**src/vhnn_pkg.sv**
```systemverilog
`default_nettype none
package vhnn_pkg;

  // table geometry
  localparam int TABLE_SETS      = 256;  // power of two
  localparam int TABLE_WAYS      = 4;
  localparam int MAX_POINTS      = 32;
  localparam int NEIGHBOR_RADIUS = 1;

  localparam int ENTRIES = TABLE_SETS * TABLE_WAYS;
  localparam int SET_W   = $clog2(TABLE_SETS);
  localparam int WAY_W   = (TABLE_WAYS > 1) ? $clog2(TABLE_WAYS) : 1;
  localparam int EIDX_W  = $clog2(ENTRIES);
  localparam int CNT_W   = $clog2(MAX_POINTS + 1);
  localparam int PADDR_W = $clog2(ENTRIES * MAX_POINTS);

  // datapath widths
  localparam int COORD_W = 24;
  localparam int OFF_W   = 3;   // neighbour offset, -1..1
  localparam int NKEY_W  = 26;  // neighbour key, may leave the 24-bit range
  localparam int OP_W    = 25;  // coordinate difference
  localparam int PROD_W  = 2 * OP_W;
  localparam int SQ_W    = 49;  // magnitude of one square
  localparam int DIST_W  = 51;  // sum of three squares
  localparam int VS_W    = 16;
  localparam int PPV_W   = 6;
  localparam int MD_W    = 23;
  localparam int KEEP_W  = 21;
  localparam int CFG_W   = 23;
  localparam int LIM_W   = 7;

  localparam logic [7:0]  MARK_COLOUR    = 8'd255;
  localparam int          SCAN_AGE_LIMIT = 30;
  localparam logic [31:0] HASH_X = 32'd73856093;
  localparam logic [31:0] HASH_Y = 32'd19349669;
  localparam logic [31:0] HASH_Z = 32'd83492791;
  localparam logic [31:0] HASH_F = 32'd2654435761;

  typedef enum logic [1:0] {
    KIND_ADD, KIND_QUERY, KIND_PRUNE, KIND_NONE
  } kind_e;

  typedef enum logic [2:0] {
    STAT_ADDED, STAT_VOXEL_FULL, STAT_SET_FULL, STAT_MATCH, STAT_NO_MATCH, STAT_PRUNED
  } status_e;

  typedef enum logic [1:0] {
    CFG_VOXEL_SIZE, CFG_POINTS_PER_VOXEL, CFG_MATCH_DISTANCE, CFG_KEEP_DISTANCE
  } cfg_idx_e;

  typedef enum logic [4:0] {
    S_CLEAR, S_IDLE, S_DIV_GO, S_DIV_WAIT, S_THR, S_NB, S_ERD, S_A_CHK, S_A_NEW,
    S_Q_CHK, S_Q_PRD, S_DIST, S_Q_EVAL, S_Q_FIN, S_P_ERD, S_P_CHK, S_P_EVAL, S_DONE
  } fsm_e;

  typedef struct packed {
    kind_e                      kind;
    logic signed [COORD_W-1:0]  point_x;
    logic signed [COORD_W-1:0]  point_y;
    logic signed [COORD_W-1:0]  point_z;
    logic [7:0]                 color_a;
    logic [7:0]                 color_b;
    logic [7:0]                 color_c;
    logic [31:0]                scan_tag;
  } in_word_t;

  typedef struct packed {
    status_e                    status;
    logic signed [COORD_W-1:0]  match_x;
    logic signed [COORD_W-1:0]  match_y;
    logic signed [COORD_W-1:0]  match_z;
    logic [7:0]                 match_color_a;
    logic [7:0]                 match_color_b;
    logic [7:0]                 match_color_c;
    logic [31:0]                match_scan;
  } out_word_t;

  typedef struct packed {
    logic                       valid;
    logic                       marked;
    logic signed [COORD_W-1:0]  kx;
    logic signed [COORD_W-1:0]  ky;
    logic signed [COORD_W-1:0]  kz;
    logic [CNT_W-1:0]           count;
  } ent_t;

  typedef struct packed {
    logic signed [COORD_W-1:0]  x;
    logic signed [COORD_W-1:0]  y;
    logic signed [COORD_W-1:0]  z;
    logic [7:0]                 a;
    logic [7:0]                 b;
    logic [7:0]                 c;
    logic [31:0]                scan;
  } pt_t;

  // only the low SET_W bits of the wrapped products reach the set index
  function automatic logic [SET_W-1:0] set_of(input logic [COORD_W-1:0] kx,
                                              input logic [COORD_W-1:0] ky,
                                              input logic [COORD_W-1:0] kz,
                                              input logic flag);
    logic [SET_W-1:0] hx, hy, hz, hf;
    hx = kx[SET_W-1:0] * HASH_X[SET_W-1:0];
    hy = ky[SET_W-1:0] * HASH_Y[SET_W-1:0];
    hz = kz[SET_W-1:0] * HASH_Z[SET_W-1:0];
    hf = flag ? HASH_F[SET_W-1:0] : '0;
    return hx ^ hy ^ hz ^ hf;
  endfunction

endpackage
`default_nettype wire

```
**src/vhnn_div.sv**
```systemverilog
`default_nettype none
// Restoring divider, one quotient bit a cycle, then round half away from zero.
module vhnn_div import vhnn_pkg::*; (
  input  logic                      clk_i,
  input  logic                      rst_ni,
  input  logic                      start_i,
  input  logic signed [COORD_W-1:0] dividend_i,
  input  logic [VS_W-1:0]           divisor_i,
  output logic                      done_o,
  output logic signed [COORD_W-1:0] quot_o
);

  localparam int STEPS = COORD_W;
  localparam int SC_W  = $clog2(STEPS + 1);

  logic              busy_q, done_q;
  logic [SC_W-1:0]   cnt_q;
  logic              neg_q;
  logic [COORD_W-1:0] num_q;
  logic [VS_W-1:0]   rem_q, vs_q;
  logic signed [COORD_W-1:0] quot_q;

  logic [VS_W:0]     rsh, rdiff;
  logic              ge, up;
  logic [COORD_W:0]  qr, qs;
  logic [COORD_W-1:0] mag;

  assign rsh   = {rem_q, num_q[COORD_W-1]};
  assign ge    = rsh >= {1'b0, vs_q};
  assign rdiff = rsh - {1'b0, vs_q};
  assign up    = {rem_q, 1'b0} >= {1'b0, vs_q};
  assign qr    = {1'b0, num_q} + (COORD_W + 1)'(up);
  assign qs    = neg_q ? -qr : qr;
  assign mag   = dividend_i[COORD_W-1] ? COORD_W'(-dividend_i) : dividend_i;

  always_ff @(posedge clk_i or negedge rst_ni) begin
    if (!rst_ni) begin
      busy_q <= 1'b0;
      done_q <= 1'b0;
      cnt_q  <= '0;
    end else begin
      done_q <= 1'b0;
      if (start_i && !busy_q) begin
        busy_q <= 1'b1;
        cnt_q  <= '0;
      end else if (busy_q) begin
        if (cnt_q == SC_W'(STEPS)) begin
          busy_q <= 1'b0;
          done_q <= 1'b1;
        end else begin
          cnt_q <= cnt_q + 1'b1;
        end
      end
    end
  end

  always_ff @(posedge clk_i) begin
    if (start_i && !busy_q) begin
      neg_q <= dividend_i[COORD_W-1];
      num_q <= mag;
      rem_q <= '0;
      vs_q  <= divisor_i;
    end else if (busy_q && cnt_q != SC_W'(STEPS)) begin
      num_q <= {num_q[COORD_W-2:0], ge};
      rem_q <= ge ? rdiff[VS_W-1:0] : rsh[VS_W-1:0];
    end else if (busy_q) begin
      quot_q <= qs[COORD_W-1:0];
    end
  end

  assign done_o = done_q;
  assign quot_o = quot_q;

endmodule
`default_nettype wire

```
**config.mk**
```make
export PLATFORM = sky130hd
export DESIGN_NAME = vhnn_div
export DESIGN_NICKNAME = d
export VERILOG_FILES = /design/src/vhnn_pkg.sv /design/src/vhnn_div.sv
export SDC_FILE = /design/constraint.sdc
export NUM_CORES = 1
export LEC_CHECK = 0
export ABC_CLOCK_PERIOD_IN_PS = 9460
export BUFFER_PORTS_ARGS = -buffer_cell sky130_fd_sc_hd__clkbuf_2
export CORE_MARGIN = 4
export CORE_UTILIZATION = 59
export CTS_BUF_LIST = sky130_fd_sc_hd__clkbuf_8
export DETAILED_ROUTE_END_ITERATION = 10
export GPL_TIMING_DRIVEN = 0
export PLACE_DENSITY = 0.83
export SLEW_MARGIN = 40
export SYNTH_ARGS = -nofsm -noshare
export SYNTH_HDL_FRONTEND = slang
export SYNTH_SLANG_ARGS = --single-unit
```
**constraint.sdc**
```tcl
create_clock -name clk_i -period 9.46 [get_ports clk_i]
set_input_delay 2.365 -clock clk_i [delete_from_list [all_inputs] [get_ports clk_i]]
set_output_delay 2.365 -clock clk_i [all_outputs]
set_load 0.01 [all_outputs]
```
==> results of run 1 <==
[worst reg2reg max path, delay by kind of cell, from the launching register on]
kind | cells | cell delay, ns
xor gates and xnor gates | 1 | 0.09
adders and majority gates | 3 | 0.74
and+or+nand+nor | 5 | 1.22
AOI/OAI and AO/OA | 7 | 1.72
buffers and inverters | 2 | 0.23
DFF | 1 | 0.34
[through the flow]
| stage | total power [mW] | setup WS, ns |
|---|---|---|
| after floorplan | 1.53 | 4.87 |
| after global placement | 1.75 | 4.62 |
| after detailed placement | 1.80 | 4.59 |
| after CTS | 2.05 | 4.94 |
| after global routing | 2.23 | 4.45 |
| final | 2.06 | 4.89 |
[cells in the mapped netlist, drive strengths merged, types with 2 or more instances]
| master | number |
|---|---|
| nand2 | 78 |
| edfxtp | 65 |
| o21ai | 56 |
| xor2 | 39 |
| xnor2 | 37 |
| inv | 36 |
| nor2 | 29 |
| a21oi | 27 |
| nand3 | 24 |
| ha | 22 |
| clkbuf | 21 |
| nor3 | 17 |
| dfxtp | 16 |
| nand4 | 13 |
| nor4 | 12 |
| or3 | 11 |
| o31ai | 9 |
| mux2i | 8 |
| buf | 7 |
| dfrtp | 7 |
| nand2b | 7 |
| a211oi | 6 |
| and2 | 6 |
| o21a | 6 |
| a21o | 5 |
| a32oi | 5 |
| nor2b | 5 |
| o211ai | 5 |
| or4 | 5 |
| and3 | 4 |
| a31oi | 3 |
| and4 | 3 |
| nand4b | 3 |
| o41ai | 3 |
| or2 | 3 |
| a2bb2oi | 2 |
| a311oi | 2 |
| o31a | 2 |
[layout by cell type, fill, tap and decap left out, drive strengths merged, types with 3 or more instances in the layout]
cell type / instances
clkbuf: 97
nand2: 78
edfxtp: 65
o21ai: 56
inv: 40
xor2: 39
xnor2: 37
nor2: 29
a21oi: 27
nand3: 24
ha: 22
nor3: 17
dfxtp: 16
nand4: 13
nor4: 12
or3: 11
o31ai: 9
mux2i: 8
buf: 8
nand2b: 7
dfrtp: 7
o21a: 6
and2: 6
a211oi: 6
nor2b: 5
o211ai: 5
a32oi: 5
a21o: 5
or4: 5
and3: 4
and4: 3
nand4b: 3
a31oi: 3
o41ai: 3
or2: 3
[cells by family (layout without fill, tap and decap cells)]
logic type / after synthesis / after routing / share of synthesized area, %
fa+ha+maj: 23 / 23 / 5.11
simple gates: 222 / 222 / 19.5
flops: 88 / 88 / 42.4
mux: 9 / 9 / 1.58
buf+inv: 64 / 148 / 4.29
xor+xnor: 76 / 76 / 11.5
compound gates: 141 / 141 / 15.6
[sequential cells by signal (all words and copies together), names as in the netlist]
name,flops
neg_q,1
busy_q,1
rem_q,16
vs_q,16
cnt_q,5
quot_o,24
num_q,24
done_o,1
[power breakdown]
| group | switching, mW | total, mW | internal (mW) |
|---|---|---|---|
| sequential | 0.102 | 0.705 | 0.603 |
| clock | 0.146 | 0.245 | 0.0985 |
| combinational | 0.672 | 1.11 | 0.433 |
| total | 0.920 | 2.06 | 1.14 |
[worst max-delay path by stage]
stage	cells after the start	from	endpoint	slack (ns)
2_1_floorplan	7	dividend_i[1]	num_q[19]$_DFFE_PP_	4.87
3_3_place_gp	8	dividend_i[1]	num_q[19]$_DFFE_PP_	4.62
3_5_place_dp	8	dividend_i[1]	num_q[19]$_DFFE_PP_	4.59
4_1_cts	19	vs_q[2]$_DFFE_PP_	quot_o[23]$_DFFE_PP_	4.94
5_1_grt	19	vs_q[2]$_DFFE_PP_	quot_o[23]$_DFFE_PP_	4.45
6_report	18	vs_q[2]$_DFFE_PP_	quot_o[22]$_DFFE_PP_	4.89
[metal layers]
layer	share of wire (%)	routed length, um
met1	41	5510
met2	51	6830
met3	6.1	819
met4	1.8	248
met5	0	0
[layout make-up]
class	instances	area, um^2
fill	779	2900
timing repair buffer	68	350
multi-input combinational	471	3090
inverter	36	135
sequential	88	2450
clock buffer	9	124
clock inverter	7	52.6
buffer	28	114
tap	129	161
==> summary.txt, run 1 <==
Congestion Overflow GR: 0
Most used DFF post-synth: edfxtp_1
Syn-to-layout area delta: 12.1%
die width: 107 um
FF+latch count, synth: 88
Final Wtd Congestion: 0.882
critical path peak fanout: 9
routed len/inst: 16.0 um
final worst path period share: 48.3%
Non-Filler Instances: 836
WP data required: 9.58 ns
Max VDD drop: 0.180 mV
cell chain of the critical path: inv_1 -> ha_1 -> a21oi_1 -> o21ai_1 -> nor2_1 -> o21a_1 -> o21ai_0 -> a22o_1 -> ha_1 -> ha_1 -> buf_2 -> nand3_1 -> a2111oi_0 -> nor3_1 -> nor4_2 -> nand4_1 -> o21ai_0 -> xnor2_1
die height: 107 um
Worst Setup End Kind: register
CP top delay family: compound AO/OA/AOI/OAI gates
routed wire length: 13400 um
cell taking the most area after synthesis: edfxtp_1
die area: 11400 um^2
Initial DRC Count: 256
total core area: 9370 um^2
Worst Hold Class: reg -> reg
initial core utilization: 61.6%
Syn Area/Cell: 9.27 um^2
reg2reg path depth: 18
syn nets: 689
met2 GRT Util: 43.1%
Fmax achieved: 0.219 GHz
Leak: 2.60 nW
Worst Skew: 0.0136 ns
clk root buf: clkbuf_8
ant diodes: 0
sequential area share after synthesis: 42.4%
arrival time worst endpoint: 4.69 ns
area post-placement: 6290 um^2
EDFF count, synth: 65
Worst-Margin Slew: 0.805 ns
Worst Hold Margin: 0.504 ns
first-pass GRT wire length: 22300 um
main area contributors after synthesis: edfxtp_1 (34%), xor2_1 (5.9%), xnor2_1 (5.6%), dfxtp_1 (5.5%), nand2_1 (5.1%)
initial antenna violation count: 0
Netlist cell types: 60
min cycle time layout: 4.57 ns
# rows: 35
critical path startpoint category: register
H-tree depth: 3
Ports: 68
Clock Pin Slew Worst Setup and Hold Paths: 0.10 ns
grt met1 use: 30.2%
CP max-delay cell: a2111oi_0
CP bufs+invs: 2
Post-layout nets: 768
worst reg2reg path startpoint: vs_q[2]$_DFFE_PP_
# DRC: 0
Mapped Area: 5770 um^2
grt peak-use layer: met2
first-pass iteration count of the detailed router: 5
Fin Setup TNS: 0 ns
RSZ-0062 raised after global routing: false
yosys warns: 0
outcome: finished clean
Sink Count: 88
met3 Use GR: 3.25%
final number of hold-violating endpoints: 0
Final Instance Area: 6470 um^2
Final Max Slew Viols: 0
PortBufs: 67
cell mode on critical path: ha_1
CTS Buffer Depth: 2
Rel. slew slack: 46.1%
final setup violation count: 0
Setup Fix Bufs, Post-CTS: 0
DP HPWL: 10300 um
R2R Setup Slk: 4.89 ns
largest net degree at the start of global routing: 27
final core utilization: 69.0%
Max Cap Violations: 0
Pwr per Cell Area: 318 nW/um^2
vias after detailed routing: 4930
CTS tree: built
Synth top area share: 33.8%
share of cells above drive strength 1: 14.9%
Via density: 5.90
Hold Buf Count CTS: 0
Hold Path Cell Cnt: 2
Num CTS Buffers: 9
vias in the first global route: 4726
Total GRT Usage: 24.0%
post-CTS resize count: 0
clock latency on the worst-skew pair: 0.36 ns
hold_sp: rem_q[4]$_SDFFE_PP0P_
Final ANT Viol Nets: 0
Crit Path Category: reg -> reg
Mapped Cells: 623
crit-path max cell delay: 0.48 ns
async set or reset register ratio after synthesis: 7.95%
Hold Path End: rem_q[5]$_SDFFE_PP0P_
placed cells: 820
reg2reg end: quot_o[22]$_DFFE_PP_
Note: power is estimated with default switching activity, not from simulation.
==> inputs of run 2 (changes only) <==
ABC_CLOCK_PERIOD_IN_PS = 4600   (was 9460)
clock period = 4.6 ns   (was 9.46 ns; I/O delays follow)
==> summary.txt, run 2 (synthesis results as in run 1) <==
Syn-to-layout area delta: 13.1%
initial antenna violation count: 0
Initial DRC Count: 233
Pwr per Cell Area: 650 nW/um^2
Clock Pin Slew Worst Setup and Hold Paths: 0.10 ns
R2R Setup Slk: 0.26 ns
routed wire length: 13400 um
grt met1 use: 30.2%
worst reg2reg path startpoint: vs_q[2]$_DFFE_PP_
crit-path max cell delay: 0.43 ns
largest net degree at the start of global routing: 27
Crit Path Category: reg -> reg
# DRC: 0
final worst path period share: 94.3%
Final Max Slew Viols: 0
reg2reg end: quot_o[10]$_DFFE_PP_
CTS tree: built
Final Wtd Congestion: 0.882
Max VDD drop: 0.371 mV
clk root buf: clkbuf_8
Worst Hold Class: reg -> reg
ant diodes: 0
reg2reg path depth: 20
die height: 107 um
Num CTS Buffers: 9
CP max-delay cell: a2111oi_1
crit path from: vs_q[2]$_DFFE_PP_
first-pass iteration count of the detailed router: 5
commonest cells after routing, fill and taps aside: nand2_1 (78), clkbuf_2 (69), edfxtp_1 (65), o21ai_0 (41), xor2_1 (39)
met2 GRT Util: 43.1%
Fin Setup TNS: 0 ns
die area: 11400 um^2
DP HPWL: 10300 um
die width: 107 um
H-tree depth: 3
# rows: 35
final number of hold-violating endpoints: 0
grt peak-use layer: met2
vias after detailed routing: 4939
Worst Hold Margin: 0.507 ns
outcome: finished clean
total power: 4.24 mW
Final ANT Viol Nets: 0
first-pass GRT wire length: 22300 um
Worst Skew: 0.0132 ns
Congestion Overflow GR: 0
initial core utilization: 61.6%
most common cell after layout, fill and taps aside: nand2_1
routed len/inst: 16.0 um
final core utilization: 69.7%
Rel. slew slack: 46.9%
PortBufs: 67
CTS Buffer Depth: 2
Via density: 5.89
clock latency on the worst-skew pair: 0.36 ns
vias in the first global route: 4726
CP Capture Point: quot_o[10]$_DFFE_PP_
cell mode on critical path: ha_1
met3 Use GR: 3.25%
Fmax achieved: 0.231 GHz
WP data required: 4.70 ns
critical path peak fanout: 9
arrival time worst endpoint: 4.44 ns
share of cells above drive strength 1: 16.4%
min cycle time layout: 4.34 ns
final setup violation count: 0
Sink Count: 88
Worst-Margin Slew: 0.793 ns
Worst Setup End Kind: register
Total GRT Usage: 24.0%
Leak: 2.61 nW
cell chain of the critical path: inv_1 -> ha_1 -> a21oi_1 -> o21ai_2 -> nor2_1 -> o21a_1 -> o21ai_0 -> a22o_1 -> ha_1 -> ha_1 -> buf_2 -> nand3_1 -> a2111oi_1 -> nor3_1 -> nor4_2 -> buf_4 -> buf_4 -> mux2i_1 -> a22oi_1 -> xnor2_1
Ports: 68
total core area: 9370 um^2
Max Cap Violations: 0
Post-layout nets: 770
critical path startpoint category: register
RSZ-0062 raised after global routing: true
==> run 2: where the power goes <==
group | total (mW) | internal, mW | switching, mW
Sequential | 1.45 | 1.24 | 0.209
Combinational | 2.29 | 0.896 | 1.39
Clock | 0.502 | 0.202 | 0.299
Total | 4.24 | 2.34 | 1.90
==> run 2: worst min path at each step <==
stage | cells after the start | end | start
global placement | 2 | rem_q[7]$_SDFFE_PP0P_ | rem_q[7]$_SDFFE_PP0P_
global route | 2 | rem_q[5]$_SDFFE_PP0P_ | rem_q[4]$_SDFFE_PP0P_
CTS | 2 | rem_q[5]$_SDFFE_PP0P_ | rem_q[4]$_SDFFE_PP0P_
finish | 2 | rem_q[5]$_SDFFE_PP0P_ | rem_q[4]$_SDFFE_PP0P_
floorplan | 2 | rem_q[9]$_SDFFE_PP0P_ | rem_q[9]$_SDFFE_PP0P_
detailed placement | 2 | rem_q[5]$_SDFFE_PP0P_ | rem_q[4]$_SDFFE_PP0P_
==> run 2: through the flow <==
step / worst slack (ns) / cell area, um^2 / std cells
finish: 0.262 / 6530 / 838
floorplan: 0.819 / 5770 / 623
global route: -0.0201 / 6530 / 838
global placement: 0.114 / 6270 / 819
CTS: 0.0750 / 6470 / 836
detailed placement: 0.0890 / 6290 / 820
==> run 2: cell type report <==
cell class	count	area, um^2
repair buffers	70	365
inverters	36	135
clock buffers	9	124
clock inverters	7	52.6
fillers	766	2840
flip-flops and latches	88	2450
multi-input cells	471	3130
plain buffers	28	115
well taps	129	161
==> run 2: critical path: cells and delay by family (launching register included) <==
| family | cells | cell delay, ns |
|---|---|---|
| AO/OA/AOI/OAI | 7 | 1.45 |
| XOR/XNOR | 1 | 0.15 |
| adder cells (fa/ha/maj) | 3 | 0.74 |
| buffers and inverters | 4 | 0.50 |
| flip-flops | 1 | 0.34 |
| multiplexers | 1 | 0.17 |
| AND/OR/NAND/NOR | 4 | 0.74 |
==> run 2: metal layers <==
metal / wire length [um] / vias to the layer above
met5: 0 / -
met4: 240 / 0
met2: 6780 / 159
li1: - / 2430
met3: 776 / 21
met1: 5600 / 2329
==> run 2: what timing repair did <==
| action | 4_1_cts | 5_1_grt |
|---|---|---|
| hold buffers | 0 | 0 |
| hold endpoints to repair | 0 | 0 |
| gates resized for setup | 0 | 11 |
| setup endpoints to repair | 0 | 9 |
| setup buffers | 0 | 2 |
==> inputs of run 3 (changes only) <==
MAX_ROUTING_LAYER = met4   (was not set)
==> summary.txt, run 3 (synthesis results as in run 1) <==
vias after detailed routing: 5028
reg2reg end: quot_o[22]$_DFFE_PP_
arrival time worst endpoint: 4.44 ns
clk root buf: clkbuf_8
reg2reg path depth: 19
largest net degree at the start of global routing: 27
Worst Hold Class: reg -> reg
Final Wtd Congestion: 0.905
Hold Buf Count CTS: 0
WP data required: 4.70 ns
routed len/inst: 16.4 um
initial antenna violation count: 0
outcome: finished clean
Clock Pin Slew Worst Setup and Hold Paths: 0.10 ns
first-pass GRT wire length: 22400 um
final core utilization: 70.4%
Final Instance Area: 6600 um^2
die height: 107 um
Rel. slew slack: 49.1%
most common cell after layout, fill and taps aside: nand2_1
Post-layout nets: 773
Syn-to-layout area delta: 14.2%
Crit Path Category: reg -> reg
Ports: 68
H-tree depth: 3
Setup WS pre-CTS: -0.0557 ns
Worst Skew: 0.0141 ns
routed wire length: 13800 um
# DRC: 0
placed cells: 820
PnR worst setup slack: 0.268 ns
area of the multi-input gates: 3140 um^2
crit path from: vs_q[2]$_DFFE_PP_
fillers: 776
Sink Count: 88
vias in the first global route: 4890
die area: 11400 um^2
area post-placement: 6310 um^2
DP HPWL: 10600 um
worst reg2reg path startpoint: vs_q[2]$_DFFE_PP_
Non-Filler Instances: 841
Congestion Overflow GR: 0
Initial DRC Count: 228
Leak: 2.64 nW
Via density: 5.98
final setup violation count: 0
min cycle time layout: 4.33 ns
clock latency on the worst-skew pair: 0.35 ns
critical path startpoint category: register
Max VDD drop: 0.339 mV
Num CTS Buffers: 9
Fmax achieved: 0.231 GHz
Final Max Slew Viols: 0
share of cells above drive strength 1: 16.7%
PortBufs: 67
Seq. cell area: 2450 um^2
ant diodes: 0
Total GRT Usage: 25.0%
Worst Hold Margin: 0.505 ns
initial core utilization: 61.6%
final number of hold-violating endpoints: 0
commonest cells after routing, fill and taps aside: nand2_1 (78), clkbuf_2 (68), edfxtp_1 (65), o21ai_0 (41), xor2_1 (39)
final worst path period share: 94.2%
total power: 4.32 mW
total core area: 9370 um^2
first-pass iteration count of the detailed router: 5
Worst-Margin Slew: 0.761 ns
Hold Path Cell Cnt: 2
CP Capture Point: quot_o[22]$_DFFE_PP_
critical path peak fanout: 9
die width: 107 um
# rows: 35
CTS tree: built
Worst Setup End Kind: register
Final ANT Viol Nets: 0
Max Cap Violations: 0
Fin Setup TNS: 0 ns
CTS Buffer Depth: 2
R2R Setup Slk: 0.27 ns
Pwr per Cell Area: 655 nW/um^2
==> run 3: cell count changes in the layout (fill, tap and decap cells not counted), moves of 2 or more <==
cell      before  now
clkinv_4       0    3
clkinv_2       2    0
buf_4          2    5
inv_6          4    1
==> run 3: layout make-up <==
cell class	instances	share of cell area (%)
Buffer	28	1.78
Clock buffer	9	1.88
Clock inverter	7	1.10
Inverter	36	2.05
Multi-Input combinational cell	471	47.6
Sequential cell	88	37.1
Tap cell	129	2.45
Timing Repair Buffer	73	6.07
==> run 3: critical path, stage by stage, from the launching register on <==
cell and delay [ns]:
edfxtp_1 0.33, inv_1 0.04, ha_1 0.35, a21oi_1 0.12
o21ai_2 0.24, nor2_1 0.08, o21a_1 0.17, o21ai_0 0.21
a22o_1 0.19, ha_1 0.24, ha_1 0.19, clkbuf_4 0.20
nand3_2 0.17, a2111oi_2 0.38, nor3_1 0.15, nor4_2 0.28
buf_4 0.17, nand4_1 0.18, o21ai_0 0.29, xnor2_1 0.10
==> run 3: worst min-delay path by stage <==
stage | from | endpoint
6_report | rem_q[9]$_SDFFE_PP0P_ | rem_q[9]$_SDFFE_PP0P_
5_1_grt | rem_q[9]$_SDFFE_PP0P_ | rem_q[9]$_SDFFE_PP0P_
4_1_cts | rem_q[9]$_SDFFE_PP0P_ | rem_q[9]$_SDFFE_PP0P_
3_5_place_dp | rem_q[4]$_SDFFE_PP0P_ | rem_q[5]$_SDFFE_PP0P_
3_3_place_gp | rem_q[7]$_SDFFE_PP0P_ | rem_q[7]$_SDFFE_PP0P_
2_1_floorplan | rem_q[9]$_SDFFE_PP0P_ | rem_q[9]$_SDFFE_PP0P_
==> run 3: what timing repair did <==
| item | 4_1_cts | 5_1_grt |
|---|---|---|
| pin swaps | 1 | 3 |
| buffers inserted | 2 | 3 |
| endpoints found under the setup margin | 4 | 11 |
| resized for setup | 3 | 12 |
==> run 3: layer usage <==
layer,global-route usage [%],wire (um),vias to the layer above,part of all wire (%)
met5,-,0,-,0
met4,10.9,410,0,3.0
met3,2.77,797,45,5.8
met2,43.4,6960,211,51
met1,29.3,5610,2347,41
li1,-,-,2425,-
==> run 3: power by group <==
part / leakage [nW] / switching [mW] / internal (mW) / total, mW
combinational: 1.70 / 1.42 / 0.908 / 2.32
clock: 0.103 / 0.289 / 0.253 / 0.541
sequential: 0.844 / 0.214 / 1.24 / 1.45
